===== config.mk =====
export PLATFORM = sky130hd
export DESIGN_NAME = der_signature_to_raw_rs
export DESIGN_NICKNAME = d
export VERILOG_FILES = /design/src/hdl/dsr_pkg.sv /design/src/hdl/dsr_ram.sv /design/src/hdl/dsr_front.sv /design/src/hdl/dsr_queue.sv /design/src/hdl/dsr_back.sv /design/src/hdl/der_signature_to_raw_rs.sv
export VERILOG_INCLUDE_DIRS = /design/src /design/src/hdl
export SDC_FILE = /design/constraint.sdc
export NUM_CORES = 1
export LEC_CHECK = 0
export BUFFER_PORTS_ARGS = -buffer_cell sky130_fd_sc_hd__buf_2
export CAP_MARGIN = 10
export CORE_ASPECT_RATIO = 1.5
export CORE_MARGIN = 10
export CORE_UTILIZATION = 50
export DETAILED_ROUTE_END_ITERATION = 16
export PLACE_DENSITY = 0.66
export SLEW_MARGIN = 20
export SYNTH_ARGS = -nofsm -noshare
export SYNTH_HDL_FRONTEND = slang
export SYNTH_SLANG_ARGS = --single-unit

===== constraint.sdc =====
create_clock -name clock -period 5.5 [get_ports clock]
set_clock_uncertainty 0.05 [all_clocks]
set_input_delay 0.275 -clock clock [delete_from_list [all_inputs] [get_ports clock]]
set_output_delay 0.275 -clock clock [all_outputs]
set_load 0.05 [all_outputs]

===== src/hdl/der_signature_to_raw_rs_assert.svh =====
// ----------------------------------------------------------------------------
// Assertion macros for the DER signature converter
// Each macro checks one implication on the rising edge of clock, outside reset.
// ----------------------------------------------------------------------------
`ifndef DER_SIGNATURE_TO_RAW_RS_ASSERT_SVH
`define DER_SIGNATURE_TO_RAW_RS_ASSERT_SVH

// Same-cycle implication.
`define DSR_ASSERT_IMP(name, ante, cons) \
   name: assert property (@(posedge clock) disable iff (reset) (ante) |-> (cons)) \
      else $error("dsr assertion failed");

// Next-cycle implication.
`define DSR_ASSERT_NXT(name, ante, cons) \
   name: assert property (@(posedge clock) disable iff (reset) (ante) |=> (cons)) \
      else $error("dsr assertion failed");

`endif


===== src/hdl/dsr_pkg.sv =====
// ----------------------------------------------------------------------------
// dsr_pkg
// Types and constants shared by the DER signature to raw R||S converter.
// ----------------------------------------------------------------------------
package dsr_pkg;

   localparam int DEF_MAX_DER_BYTES = 72;
   localparam int DEF_MIN_DER_BYTES = 70;
   localparam int DER_BYTES_HIGH    = 72;
   localparam int SCALAR_BYTES      = 32;
   localparam int RAW_BYTES         = 2 * SCALAR_BYTES;

   localparam int POS_W  = $clog2(DER_BYTES_HIGH + 1);
   localparam int PAD_W  = $clog2(SCALAR_BYTES);
   localparam int RAW_W  = $clog2(RAW_BYTES);
   localparam int LEN_W  = 7;

   localparam int NUM_BANKS  = 2;
   localparam int DESC_DEPTH = 2;
   localparam int QCNT_W     = $clog2(DESC_DEPTH + 1);
   localparam int OUT_DEPTH  = 4;

   localparam logic [7:0] SEQ_TAG   = 8'h30;
   localparam logic [7:0] INT_TAG   = 8'h02;
   localparam logic [7:0] ZERO_BYTE = 8'h00;
   localparam logic [7:0] FF_BYTE   = 8'hff;

   localparam int CSR_ADDR_W = 2;
   localparam int CSR_DATA_W = 32;
   localparam logic [CSR_ADDR_W-1:0] CSR_CAPACITY = 2'd0;
   localparam logic [7:0] CAPACITY_RESET = 8'd64;

   typedef struct packed {
      logic [7:0] der_byte;
      logic       final_byte;
   } req_type;

   typedef struct packed {
      logic [7:0] sig_byte;
      logic       ok;
      logic       run_end;
   } rsp_type;

   // One scalar: zero flag, left padding and store index of byte 0 minus padding.
   typedef struct packed {
      logic             zero;
      logic [PAD_W-1:0] pad;
      logic [POS_W-1:0] base;
   } scal_type;

   typedef struct packed {
      logic     ok;
      logic     bank;
      scal_type r;
      scal_type s;
   } desc_type;

endpackage


===== src/hdl/dsr_ram.sv =====
// ----------------------------------------------------------------------------
// dsr_ram
// Simple dual-port RAM: one write port, one read port with registered data.
// ----------------------------------------------------------------------------
module dsr_ram #(
   parameter int WIDTH = 8,
   parameter int DEPTH = 144
) (
   input  logic                     clock,
   input  logic                     wr_en,
   input  logic [$clog2(DEPTH)-1:0] wr_addr,
   input  logic [WIDTH-1:0]         wr_data,
   input  logic                     rd_en,
   input  logic [$clog2(DEPTH)-1:0] rd_addr,
   output logic [WIDTH-1:0]         rd_data
);

   logic [WIDTH-1:0] mem_ff [DEPTH];
   logic [WIDTH-1:0] rd_data_ff;

   always_ff @(posedge clock) begin
      if (wr_en) begin
         mem_ff[wr_addr] <= wr_data;
      end
      if (rd_en) begin
         rd_data_ff <= mem_ff[rd_addr];
      end
   end

   assign rd_data = rd_data_ff;

endmodule


===== src/hdl/dsr_front.sv =====
// ----------------------------------------------------------------------------
// dsr_front
// Takes encoded bytes, writes them to the current bank and parses the DER
// structure on the fly; the final byte yields one descriptor.
// ----------------------------------------------------------------------------
module dsr_front #(
   parameter int MAX_DER_BYTES = dsr_pkg::DEF_MAX_DER_BYTES,
   parameter int MIN_DER_BYTES = dsr_pkg::DEF_MIN_DER_BYTES
) (
   input  logic                                   clock,
   input  logic                                   reset,
   input  logic                                   push,
   output logic                                   full,
   input  dsr_pkg::req_type                       req_data,
   input  logic [7:0]                             capacity,
   input  logic [dsr_pkg::QCNT_W-1:0]             q_count,
   input  logic                                   back_busy,
   output logic                                   wr_en,
   output logic [$clog2(2*MAX_DER_BYTES)-1:0]     wr_addr,
   output logic [7:0]                             wr_data,
   output logic                                   desc_push,
   output dsr_pkg::desc_type                      desc_data
);

   localparam int AW = $clog2(2 * MAX_DER_BYTES);

   typedef enum logic [2:0] {
      PH_SEQ_TAG,
      PH_SEQ_LEN,
      PH_TAG,
      PH_LEN,
      PH_BODY,
      PH_DONE
   } phase_type;

   phase_type                   phase_ff, phase_in;
   logic                        sel_ff, sel_in;
   logic                        bank_ff, bank_in;
   logic [dsr_pkg::POS_W-1:0]   count_ff, count_in;
   logic                        too_long_ff, too_long_in;
   logic                        bad_ff, bad_in;
   logic                        first_ff, first_in;
   logic                        second_ff, second_in;
   logic                        nz_ff, nz_in;
   logic                        neg_ff, neg_in;
   logic                        b0z_ff, b0z_in;
   logic                        b0f_ff, b0f_in;
   logic [7:0]                  seq_len_ff, seq_len_in;
   logic [dsr_pkg::LEN_W-1:0]   len_ff, len_in;
   logic [dsr_pkg::LEN_W-1:0]   rem_ff, rem_in;
   logic [dsr_pkg::LEN_W-1:0]   z_ff, z_in;
   logic [dsr_pkg::POS_W-1:0]   start_ff, start_in;
   dsr_pkg::scal_type           scal_ff [2];
   dsr_pkg::scal_type           scal_in [2];

   logic [dsr_pkg::QCNT_W:0]    busy_banks;
   logic                        accept;
   logic                        store;
   logic [7:0]                  b;
   logic [dsr_pkg::POS_W-1:0]   n;
   logic                        ok;

   function automatic dsr_pkg::scal_type finish_scalar(
      input logic [dsr_pkg::LEN_W-1:0] len,
      input logic [dsr_pkg::LEN_W-1:0] zeros,
      input logic                      nonzero,
      input logic                      negative,
      input logic [dsr_pkg::POS_W-1:0] start
   );
      logic [dsr_pkg::LEN_W-1:0] eff;
      logic [dsr_pkg::LEN_W-1:0] pad_w;
      dsr_pkg::scal_type         s;
      eff    = len - zeros;
      pad_w  = dsr_pkg::LEN_W'(dsr_pkg::SCALAR_BYTES) - eff;
      s.zero = negative || !nonzero || (eff > dsr_pkg::LEN_W'(dsr_pkg::SCALAR_BYTES));
      s.pad  = pad_w[dsr_pkg::PAD_W-1:0];
      s.base = start - dsr_pkg::POS_W'(s.pad);
      return s;
   endfunction

   // A new signature may only be filled while at most the other bank is in use.
   assign busy_banks = (dsr_pkg::QCNT_W+1)'(q_count) + (dsr_pkg::QCNT_W+1)'(back_busy);
   assign full       = busy_banks >= (dsr_pkg::QCNT_W+1)'(dsr_pkg::NUM_BANKS);
   assign accept     = push && !full;
   assign store      = accept && (count_ff < dsr_pkg::POS_W'(MAX_DER_BYTES));
   assign b          = req_data.der_byte;
   assign n          = count_ff + dsr_pkg::POS_W'(1);

   assign wr_en   = store;
   assign wr_addr = AW'(count_ff) + (bank_ff ? AW'(MAX_DER_BYTES) : '0);
   assign wr_data = b;

   always_comb begin
      phase_in    = phase_ff;
      sel_in      = sel_ff;
      bank_in     = bank_ff;
      count_in    = count_ff;
      too_long_in = too_long_ff;
      bad_in      = bad_ff;
      first_in    = first_ff;
      second_in   = second_ff;
      nz_in       = nz_ff;
      neg_in      = neg_ff;
      b0z_in      = b0z_ff;
      b0f_in      = b0f_ff;
      seq_len_in  = seq_len_ff;
      len_in      = len_ff;
      rem_in      = rem_ff;
      z_in        = z_ff;
      start_in    = start_ff;
      scal_in     = scal_ff;
      ok          = 1'b0;
      desc_push   = 1'b0;

      if (store) begin
         count_in = count_ff + dsr_pkg::POS_W'(1);
         case (phase_ff)
            PH_SEQ_TAG: begin
               if (b != dsr_pkg::SEQ_TAG) bad_in = 1'b1;
               phase_in = PH_SEQ_LEN;
            end
            PH_SEQ_LEN: begin
               seq_len_in = b;
               if (b[7] || b == dsr_pkg::ZERO_BYTE) bad_in = 1'b1;
               phase_in = PH_TAG;
               sel_in   = 1'b0;
            end
            PH_TAG: begin
               if (b != dsr_pkg::INT_TAG) bad_in = 1'b1;
               phase_in = PH_LEN;
            end
            PH_LEN: begin
               if (b[7] || b == dsr_pkg::ZERO_BYTE) bad_in = 1'b1;
               len_in    = b[dsr_pkg::LEN_W-1:0];
               rem_in    = b[dsr_pkg::LEN_W-1:0];
               first_in  = 1'b1;
               second_in = 1'b0;
               nz_in     = 1'b0;
               neg_in    = 1'b0;
               z_in      = '0;
               phase_in  = PH_BODY;
            end
            PH_BODY: begin
               rem_in = rem_ff - dsr_pkg::LEN_W'(1);
               if (first_ff) begin
                  b0z_in    = (b == dsr_pkg::ZERO_BYTE);
                  b0f_in    = (b == dsr_pkg::FF_BYTE);
                  neg_in    = b[7];
                  first_in  = 1'b0;
                  second_in = 1'b1;
               end
               // reject redundant sign padding
               if (second_ff) begin
                  if ((b0z_ff && !b[7]) || (b0f_ff && b[7])) bad_in = 1'b1;
                  second_in = 1'b0;
               end
               // skip leading zeros
               if (!nz_ff) begin
                  if (b == dsr_pkg::ZERO_BYTE) begin
                     z_in = z_ff + dsr_pkg::LEN_W'(1);
                  end else begin
                     nz_in    = 1'b1;
                     start_in = count_ff;
                  end
               end
               if (rem_ff == dsr_pkg::LEN_W'(1)) begin
                  scal_in[sel_ff] = finish_scalar(len_ff, z_in, nz_in, neg_in, start_in);
                  if (sel_ff) begin
                     phase_in = PH_DONE;
                  end else begin
                     phase_in = PH_TAG;
                     sel_in   = 1'b1;
                  end
               end
            end
            PH_DONE: begin
               bad_in = 1'b1;
            end
            default: begin
               bad_in = 1'b1;
            end
         endcase
      end else if (accept) begin
         too_long_in = 1'b1;
      end

      if (accept && req_data.final_byte) begin
         ok = store && !too_long_ff && !bad_in && (phase_in == PH_DONE)
            && (n >= dsr_pkg::POS_W'(MIN_DER_BYTES))
            && ((9'(seq_len_ff) + 9'd2) == 9'(n))
            && (capacity >= 8'(dsr_pkg::RAW_BYTES));
         desc_push   = 1'b1;
         count_in    = '0;
         too_long_in = 1'b0;
         bad_in      = 1'b0;
         phase_in    = PH_SEQ_TAG;
         sel_in      = 1'b0;
         bank_in     = ~bank_ff;
      end
   end

   always_comb begin
      desc_data.ok   = ok;
      desc_data.bank = bank_ff;
      desc_data.r    = scal_in[0];
      desc_data.s    = scal_in[1];
   end

   always_ff @(posedge clock) begin
      if (reset) begin
         phase_ff    <= PH_SEQ_TAG;
         sel_ff      <= 1'b0;
         bank_ff     <= 1'b0;
         count_ff    <= '0;
         too_long_ff <= 1'b0;
         bad_ff      <= 1'b0;
         first_ff    <= 1'b0;
         second_ff   <= 1'b0;
         nz_ff       <= 1'b0;
      end else begin
         phase_ff    <= phase_in;
         sel_ff      <= sel_in;
         bank_ff     <= bank_in;
         count_ff    <= count_in;
         too_long_ff <= too_long_in;
         bad_ff      <= bad_in;
         first_ff    <= first_in;
         second_ff   <= second_in;
         nz_ff       <= nz_in;
      end
      neg_ff     <= neg_in;
      b0z_ff     <= b0z_in;
      b0f_ff     <= b0f_in;
      seq_len_ff <= seq_len_in;
      len_ff     <= len_in;
      rem_ff     <= rem_in;
      z_ff       <= z_in;
      start_ff   <= start_in;
      scal_ff    <= scal_in;
   end

endmodule


===== src/hdl/dsr_queue.sv =====
// ----------------------------------------------------------------------------
// dsr_queue
// Short descriptor queue between the parsing front and the output back.
// ----------------------------------------------------------------------------
module dsr_queue (
   input  logic                           clock,
   input  logic                           reset,
   input  logic                           push,
   input  dsr_pkg::desc_type              push_data,
   input  logic                           pop,
   output logic                           valid,
   output dsr_pkg::desc_type              head,
   output logic [dsr_pkg::QCNT_W-1:0]     count
);

   localparam int PW = $clog2(dsr_pkg::DESC_DEPTH);

   dsr_pkg::desc_type             mem_ff [dsr_pkg::DESC_DEPTH];
   logic [PW-1:0]                 wp_ff, wp_in;
   logic [PW-1:0]                 rp_ff, rp_in;
   logic [dsr_pkg::QCNT_W-1:0]    cnt_ff, cnt_in;
   logic                          do_pop;

   assign valid  = cnt_ff != '0;
   assign do_pop = pop && valid;
   assign head   = mem_ff[rp_ff];
   assign count  = cnt_ff;

   always_comb begin
      wp_in  = push ? wp_ff + PW'(1) : wp_ff;
      rp_in  = do_pop ? rp_ff + PW'(1) : rp_ff;
      cnt_in = cnt_ff + dsr_pkg::QCNT_W'(push) - dsr_pkg::QCNT_W'(do_pop);
   end

   always_ff @(posedge clock) begin
      if (reset) begin
         wp_ff  <= '0;
         rp_ff  <= '0;
         cnt_ff <= '0;
      end else begin
         wp_ff  <= wp_in;
         rp_ff  <= rp_in;
         cnt_ff <= cnt_in;
      end
      if (push) begin
         mem_ff[wp_ff] <= push_data;
      end
   end

endmodule


===== src/hdl/dsr_back.sv =====
// ----------------------------------------------------------------------------
// dsr_back
// Walks one descriptor at a time, reads scalar bytes from the store and
// fills a small result queue; a reject gives a single word.
// ----------------------------------------------------------------------------
`include "der_signature_to_raw_rs_assert.svh"

module dsr_back #(
   parameter int MAX_DER_BYTES = dsr_pkg::DEF_MAX_DER_BYTES
) (
   input  logic                                   clock,
   input  logic                                   reset,
   input  logic                                   desc_valid,
   input  dsr_pkg::desc_type                      desc_head,
   output logic                                   desc_pop,
   output logic                                   busy,
   output logic                                   rd_en,
   output logic [$clog2(2*MAX_DER_BYTES)-1:0]     rd_addr,
   input  logic [7:0]                             rd_data,
   output logic                                   rsp_empty,
   input  logic                                   rsp_pop,
   output dsr_pkg::rsp_type                       rsp_data
);

   localparam int AW = $clog2(2 * MAX_DER_BYTES);
   localparam int OPW = $clog2(dsr_pkg::OUT_DEPTH);
   localparam int OCW = $clog2(dsr_pkg::OUT_DEPTH + 1);

   logic                           active_ff;
   dsr_pkg::desc_type              desc_ff;
   logic [dsr_pkg::RAW_W-1:0]      k_ff;
   logic                           pv_ff;
   logic                           pram_ff;
   logic                           pok_ff;
   logic                           pend_ff;
   dsr_pkg::rsp_type               fifo_ff [dsr_pkg::OUT_DEPTH];
   logic [OPW-1:0]                 wp_ff;
   logic [OPW-1:0]                 rp_ff;
   logic [OCW-1:0]                 cnt_ff, cnt_in;

   logic                           space;
   logic                           issue;
   logic                           last;
   logic                           use_ram;
   dsr_pkg::scal_type              sc;
   logic [dsr_pkg::PAD_W-1:0]      j;
   logic [dsr_pkg::POS_W-1:0]      idx;
   logic                           fpop;
   dsr_pkg::rsp_type               fdata;

   assign desc_pop = !active_ff && desc_valid;
   assign busy     = active_ff;

   // reserve a slot for the word still in the read stage
   assign space = (cnt_ff + OCW'(pv_ff)) < OCW'(dsr_pkg::OUT_DEPTH);
   assign issue = active_ff && space;

   always_comb begin
      sc      = k_ff[dsr_pkg::RAW_W-1] ? desc_ff.s : desc_ff.r;
      j       = k_ff[dsr_pkg::PAD_W-1:0];
      use_ram = desc_ff.ok && !sc.zero && (j >= sc.pad);
      idx     = sc.base + dsr_pkg::POS_W'(j);
      last    = !desc_ff.ok || (k_ff == dsr_pkg::RAW_W'(dsr_pkg::RAW_BYTES - 1));
   end

   assign rd_en   = issue && use_ram;
   assign rd_addr = AW'(idx) + (desc_ff.bank ? AW'(MAX_DER_BYTES) : '0);

   assign rsp_empty = cnt_ff == '0;
   assign fpop      = rsp_pop && !rsp_empty;
   assign rsp_data  = fifo_ff[rp_ff];

   always_comb begin
      fdata.sig_byte = pram_ff ? rd_data : dsr_pkg::ZERO_BYTE;
      fdata.ok       = pok_ff;
      fdata.run_end  = pend_ff;
      cnt_in         = cnt_ff + OCW'(pv_ff) - OCW'(fpop);
   end

   always_ff @(posedge clock) begin
      if (reset) begin
         active_ff <= 1'b0;
         pv_ff     <= 1'b0;
         wp_ff     <= '0;
         rp_ff     <= '0;
         cnt_ff    <= '0;
         k_ff      <= '0;
      end else begin
         if (desc_pop) begin
            active_ff <= 1'b1;
            k_ff      <= '0;
         end else if (issue) begin
            k_ff <= k_ff + dsr_pkg::RAW_W'(1);
            if (last) active_ff <= 1'b0;
         end
         pv_ff  <= issue;
         cnt_ff <= cnt_in;
         if (pv_ff) wp_ff <= wp_ff + OPW'(1);
         if (fpop) rp_ff <= rp_ff + OPW'(1);
      end
      if (desc_pop) desc_ff <= desc_head;
      pram_ff <= use_ram;
      pok_ff  <= desc_ff.ok;
      pend_ff <= last;
      if (pv_ff) fifo_ff[wp_ff] <= fdata;
   end

   `DSR_ASSERT_IMP(a_fifo_bound, 1'b1, cnt_ff <= OCW'(dsr_pkg::OUT_DEPTH))
   `DSR_ASSERT_NXT(a_issue_lands, issue, pv_ff)
   `DSR_ASSERT_IMP(a_reject_ends, pv_ff && !pok_ff, pend_ff && !pram_ff)
   `DSR_ASSERT_IMP(a_reject_head, !rsp_empty && !rsp_data.ok, rsp_data.run_end)

endmodule


===== src/hdl/der_signature_to_raw_rs.sv =====
// ----------------------------------------------------------------------------
// der_signature_to_raw_rs
// DER-encoded ECDSA signature to raw R||S converter, top level.
// ----------------------------------------------------------------------------
// Push the encoded signature on req_* one byte per word, final_byte set on
// the last one. A signature of accepted form comes out on rsp_* as 64 words,
// R then S, right-aligned big-endian, ok set, run_end on the last; any other
// encoding gives one word with ok clear, sig_byte zero and run_end set.
// Input takes one byte per cycle, while req_full is low, into one of two
// store banks. The final byte's descriptor passes through a descriptor queue
// to the back, which reads the store into the result queue and then delivers
// one word per cycle while rsp_pop is held. Two signatures may be outstanding
// at once; req_full rises after the final byte of a second one until the back
// has issued its last store read of the earlier one. A stalled receiver
// fills the four-word result queue, then the back waits and in turn the
// front. Reset empties every queue and restores capacity to 64; the byte
// store needs no clearing pass. The capacity register sits at address 0 of
// the csr_* port; the user must write it only while the block is idle, and
// the block itself does not enforce this.
// ----------------------------------------------------------------------------
module der_signature_to_raw_rs #(
   parameter int MAX_DER_BYTES = dsr_pkg::DEF_MAX_DER_BYTES,
   parameter int MIN_DER_BYTES = dsr_pkg::DEF_MIN_DER_BYTES
) (
   input  logic                                clock,
   input  logic                                reset,
   input  logic                                req_push,
   output logic                                req_full,
   input  dsr_pkg::req_type                    req_data,
   output logic                                rsp_empty,
   input  logic                                rsp_pop,
   output dsr_pkg::rsp_type                    rsp_data,
   input  logic                                csr_psel,
   input  logic                                csr_penable,
   input  logic                                csr_pwrite,
   input  logic [dsr_pkg::CSR_ADDR_W-1:0]      csr_paddr,
   input  logic [dsr_pkg::CSR_DATA_W-1:0]      csr_pwdata,
   output logic [dsr_pkg::CSR_DATA_W-1:0]      csr_prdata,
   output logic                                csr_pready
);

   localparam int AW = $clog2(2 * MAX_DER_BYTES);

   logic [7:0]                   capacity_ff;
   logic                         csr_write;

   logic                         wr_en;
   logic [AW-1:0]                wr_addr;
   logic [7:0]                   wr_data;
   logic                         rd_en;
   logic [AW-1:0]                rd_addr;
   logic [7:0]                   rd_data;

   logic                         q_push;
   dsr_pkg::desc_type            q_push_data;
   logic                         q_pop;
   logic                         q_valid;
   dsr_pkg::desc_type            q_head;
   logic [dsr_pkg::QCNT_W-1:0]   q_count;
   logic                         back_busy;

   assign csr_pready = 1'b1;
   assign csr_write  = csr_psel && csr_penable && csr_pwrite && csr_pready;
   assign csr_prdata = (csr_paddr == dsr_pkg::CSR_CAPACITY)
                       ? dsr_pkg::CSR_DATA_W'(capacity_ff) : '0;

   always_ff @(posedge clock) begin
      if (reset) begin
         capacity_ff <= dsr_pkg::CAPACITY_RESET;
      end else if (csr_write && csr_paddr == dsr_pkg::CSR_CAPACITY) begin
         capacity_ff <= csr_pwdata[7:0];
      end
   end

   dsr_ram #(
      .WIDTH (8),
      .DEPTH (2 * MAX_DER_BYTES)
   ) u_store (
      .clock   (clock),
      .wr_en   (wr_en),
      .wr_addr (wr_addr),
      .wr_data (wr_data),
      .rd_en   (rd_en),
      .rd_addr (rd_addr),
      .rd_data (rd_data)
   );

   dsr_front #(
      .MAX_DER_BYTES (MAX_DER_BYTES),
      .MIN_DER_BYTES (MIN_DER_BYTES)
   ) u_front (
      .clock     (clock),
      .reset     (reset),
      .push      (req_push),
      .full      (req_full),
      .req_data  (req_data),
      .capacity  (capacity_ff),
      .q_count   (q_count),
      .back_busy (back_busy),
      .wr_en     (wr_en),
      .wr_addr   (wr_addr),
      .wr_data   (wr_data),
      .desc_push (q_push),
      .desc_data (q_push_data)
   );

   dsr_queue u_queue (
      .clock     (clock),
      .reset     (reset),
      .push      (q_push),
      .push_data (q_push_data),
      .pop       (q_pop),
      .valid     (q_valid),
      .head      (q_head),
      .count     (q_count)
   );

   dsr_back #(
      .MAX_DER_BYTES (MAX_DER_BYTES)
   ) u_back (
      .clock      (clock),
      .reset      (reset),
      .desc_valid (q_valid),
      .desc_head  (q_head),
      .desc_pop   (q_pop),
      .busy       (back_busy),
      .rd_en      (rd_en),
      .rd_addr    (rd_addr),
      .rd_data    (rd_data),
      .rsp_empty  (rsp_empty),
      .rsp_pop    (rsp_pop),
      .rsp_data   (rsp_data)
   );

endmodule


==> summary.md <==
| Metric | Value |
|---|---|
| Status | `completed` |
| Fin crit period | `around 4.7 ns` |
| Post-synth EDFFs | `approximately 1300` |
| Core outline area | `approximately 0.11 mm^2` |
| GRT Total Usage | `20.1%` |
| Worst setup SP type | `flip-flop` |
| Worst hold-check path type | `in -> reg` |
| First-pass GRT wire length | `185 mm` |
| Sequential area share after synthesis | `roughly three quarters` |
| Routed wire length | `125 mm` |
| Placed Cells | `4161` |
| Arrival time at the worst endpoint | `about 5.1 ns` |
| Max cap viols | `0` |
| Slew HR | `22.9%` |
| Routed Antenna Nets | `0` |
| Final instance area | `approximately 0.062 mm^2` |
| Count leader, synth | `edfxtp_1` |
| Hold depth | `3` |
| Multi-input gate area | `0.0134 mm^2` |
| Worst Setup SP | `u_back.k_ff[5]` |
| RSZ-0062 raised after global routing | `false` |
| # rows | `149` |
| Avg Vias per Cell | `6.00` |
| Ys async rst share | `0%` |
| Reg-to-reg startpoint | `u_back.k_ff[5]` |
| Mapped Cells | `2731` |
| Sink Count | `1398` |
| Synth Warn # | `0` |
| Largest cells by area after synthesis | `edfxtp_1 (72%), mux4_2 (15%), dfxtp_1 (2.7%)` |
| Gr ovfl total | `0` |
| R2r endpoint | `u_store.rd_data[2]` |
| Final net count | `2964` |
| Die X | `292 um` |
| Static leakage | `19.5 nW` |
| Cell taking the most area after synthesis | `edfxtp_1` |
| Storage cell area | `0.0412 mm^2` |
| Setup ws final | `between 0.8 and 0.9 ns` |
| CTS HTree Levels | `3` |
| Commonest cells in the netlist | `edfxtp_1 (1323), mux4_2 (363), nor2_1 (225), nand2_1 (80), clkbuf_1 (79)` |
| Worst-Margin Slew | `~1.2 ns` |
| Fmax | `213 MHz` |
| Area share of the largest cell type after synthesis | `71.8%` |
| Layout area overhead | `11.2%` |
| Number of global-route vias before repair | `about 28000` |
| Initial Utilization | `about 50%` |
| First drt pass iteration count | `5` |
| Critical path peak fanout | `29` |
| Syn Area/Cell | `20.3 um^2` |
| Largest net degree at the start of global routing | `149` |
| Final cell count without fillers | `approximately 4400` |
| Most used DFF post-synth | `edfxtp_1` |
| Setup TNS | `0 ns` |
| Final hold viol count | `0` |
| TritonCTS Buffers | `116` |
| Final Power | `between 30 and 40 mW` |
| Setup Viol. Count Final | `0` |
| I/O Pins | `95` |
| Critical path type | `reg -> reg` |
| Clk slew on worst S/H paths | `0.07 ns` |
| TritonCTS clock tree | `yes` |
| DP Worst Slack | `about 0.67 ns` |
| Placer's final routability congestion estimate | `0.884` |
| Worst reg2reg setup slack | `0.81 ns` |
| Initial antenna violation count | `1` |
| Vias | `between 20000 and 30000` |
| Max Slew Vio Count | `0` |
| R2R depth | `10` |
| Drt wl/cell | `28.4 um` |
| Share of cells above drive strength 1 | `24.7%` |
| Pwr dens | `about 500 mW/mm^2` |
| Die Footprint | `roughly 0.12 mm^2` |
| Critical Path RT | `roughly 5.9 ns` |
| End point of the critical path | `u_store.rd_data[2]` |
| Fillers | `approximately 8100` |
| Root buf cell | `clkbuf_16` |
| DR DRC count | `0` |
| Period utilisation layout | `85.3%` |
| Peak VDD IR | `about 0.00034 V` |
| Post-synthesis register bit count | `between 1000 and 1500` |
| PortBufs | `45` |
| Yosys cell types | `57` |
| Clk buf depth | `3` |
| CP Capture Type | `flip-flop` |
| DP HPWL | `~80 mm` |
| Clock latency at the later pin of the worst-skew pair | `~0.73 ns` |
| DRT iter0 DRCs | `2559` |
| Die H | `428 um` |
| Synth Cell Area | `0.0554 mm^2` |
| Placed Area | `0.0575 mm^2` |
-- area by class of cell --
| class | instances | area share [%] |
|---|---|---|
| Antenna cell | 1 | 0.00407 |
| Sequential cell | 1398 | 67.0 |
| Multi-Input combinational cell | 1168 | 21.7 |
| Clock buffer | 133 | 4.89 |
| Clock inverter | 80 | 1.32 |
| Inverter | 33 | 0.201 |
| Timing Repair Buffer | 148 | 1.94 |
| Tap cell | 1434 | 2.92 |
-- state kept, by name, summed over array words and instances, names as in the netlist, 3 cells and up, named ones only --
name	count
u_back.cnt_ff	3
u_front.count_ff	7
u_front.rem_ff	7
u_front.seq_len_ff	8
capacity_ff	8
u_back.desc_ff	28
u_back.k_ff	6
u_front.z_ff	7
u_store.mem_ff	1152
u_queue.mem_ff	56
u_front.phase_ff	3
u_front.scal_ff	26
u_front.len_ff	7
u_back.fifo_ff	40
u_store.rd_data	8
u_front.start_ff	7
-- report_power, final --
part	total (mW)	switching, mW	internal (mW)	leakage, nW
clock	8.31	3.72	4.60	1.88
combinational	9.91	5.28	4.62	5.12
sequential	12.1	0.122	11.9	12.5
total	30.3	9.12	21.2	19.5
-- cells by family after synthesis --
| group | Yosys count | share of synthesized area (%) |
|---|---|---|
| buffers and inverters | 188 | 1.63 |
| other | 2 | 0.0136 |
| adders and majority gates | 49 | 1.15 |
| xor gates and xnor gates | 65 | 1.06 |
| DFF | 1398 | 74.5 |
| and+or+nand+nor | 434 | 3.53 |
| AOI/OAI and AO/OA | 160 | 1.97 |
| muxes | 435 | 16.2 |
-- per-stage QoR --
step                      utilization, %  hold WS, ns
final                               55.9        0.167
after detailed placement            52.3        0.372
after CTS                           55.9        0.104
after floorplan                        -        0.314
after global placement              52.3        0.387
after global routing                55.9        0.145
-- worst min path at each step --
stage	start	end	slack, ns
floorplan	u_back.desc_ff[27]	u_back.pok_ff	0.31
global placement	u_back.desc_ff[27]	u_back.pok_ff	0.39
detailed placement	u_back.desc_ff[27]	u_back.pok_ff	0.37
CTS	req_data[8]	u_front.b0z_ff	0.10
global route	req_data[8]	u_front.b0z_ff	0.14
finish	req_data[8]	u_front.b0z_ff	0.17
-- critical path: stages, from the launching register on --
cell and delay (ns):
dfxtp_1 0.43, mux2_2 0.40, ha_4 0.18, fa_4 0.98
buf_4 0.45, mux4_2 0.38, a22o_1 0.30, a221oi_1 0.53
mux4_2 0.50, nand2b_1 0.10, o221a_1 0.12
-- cell usage in the layout (no fill, tap or decap), drive strengths merged, types with 29 or more instances in the layout --
master	n
nand2	80
nor2	225
dfxtp	75
and2	29
inv	42
mux4	363
a21oi	33
clkinv	51
xnor2	36
edfxtp	1323
clkbuf	133
o21ai	45
ha	46
mux2	45
xor2	29
buf	128
-- metal layers --
layer / vias to the layer above / track usage, % / share of wire (%)
met5: - / 0 / 0.010
met4: 2 / 9.11 / 4.4
met3: 195 / 2.37 / 4.9
met2: 833 / 36.2 / 54
met1: 14000 / 24.2 / 37
li1: 11300 / - / -
-- repair_timing --
action	in CTS	in global routing
hold buffers	20	0
setup endpoints to repair	0	0
hold endpoints to repair	25	0
buffers inserted	0	0
gates resized for setup	0	0
(Power assumes the default switching activity.)
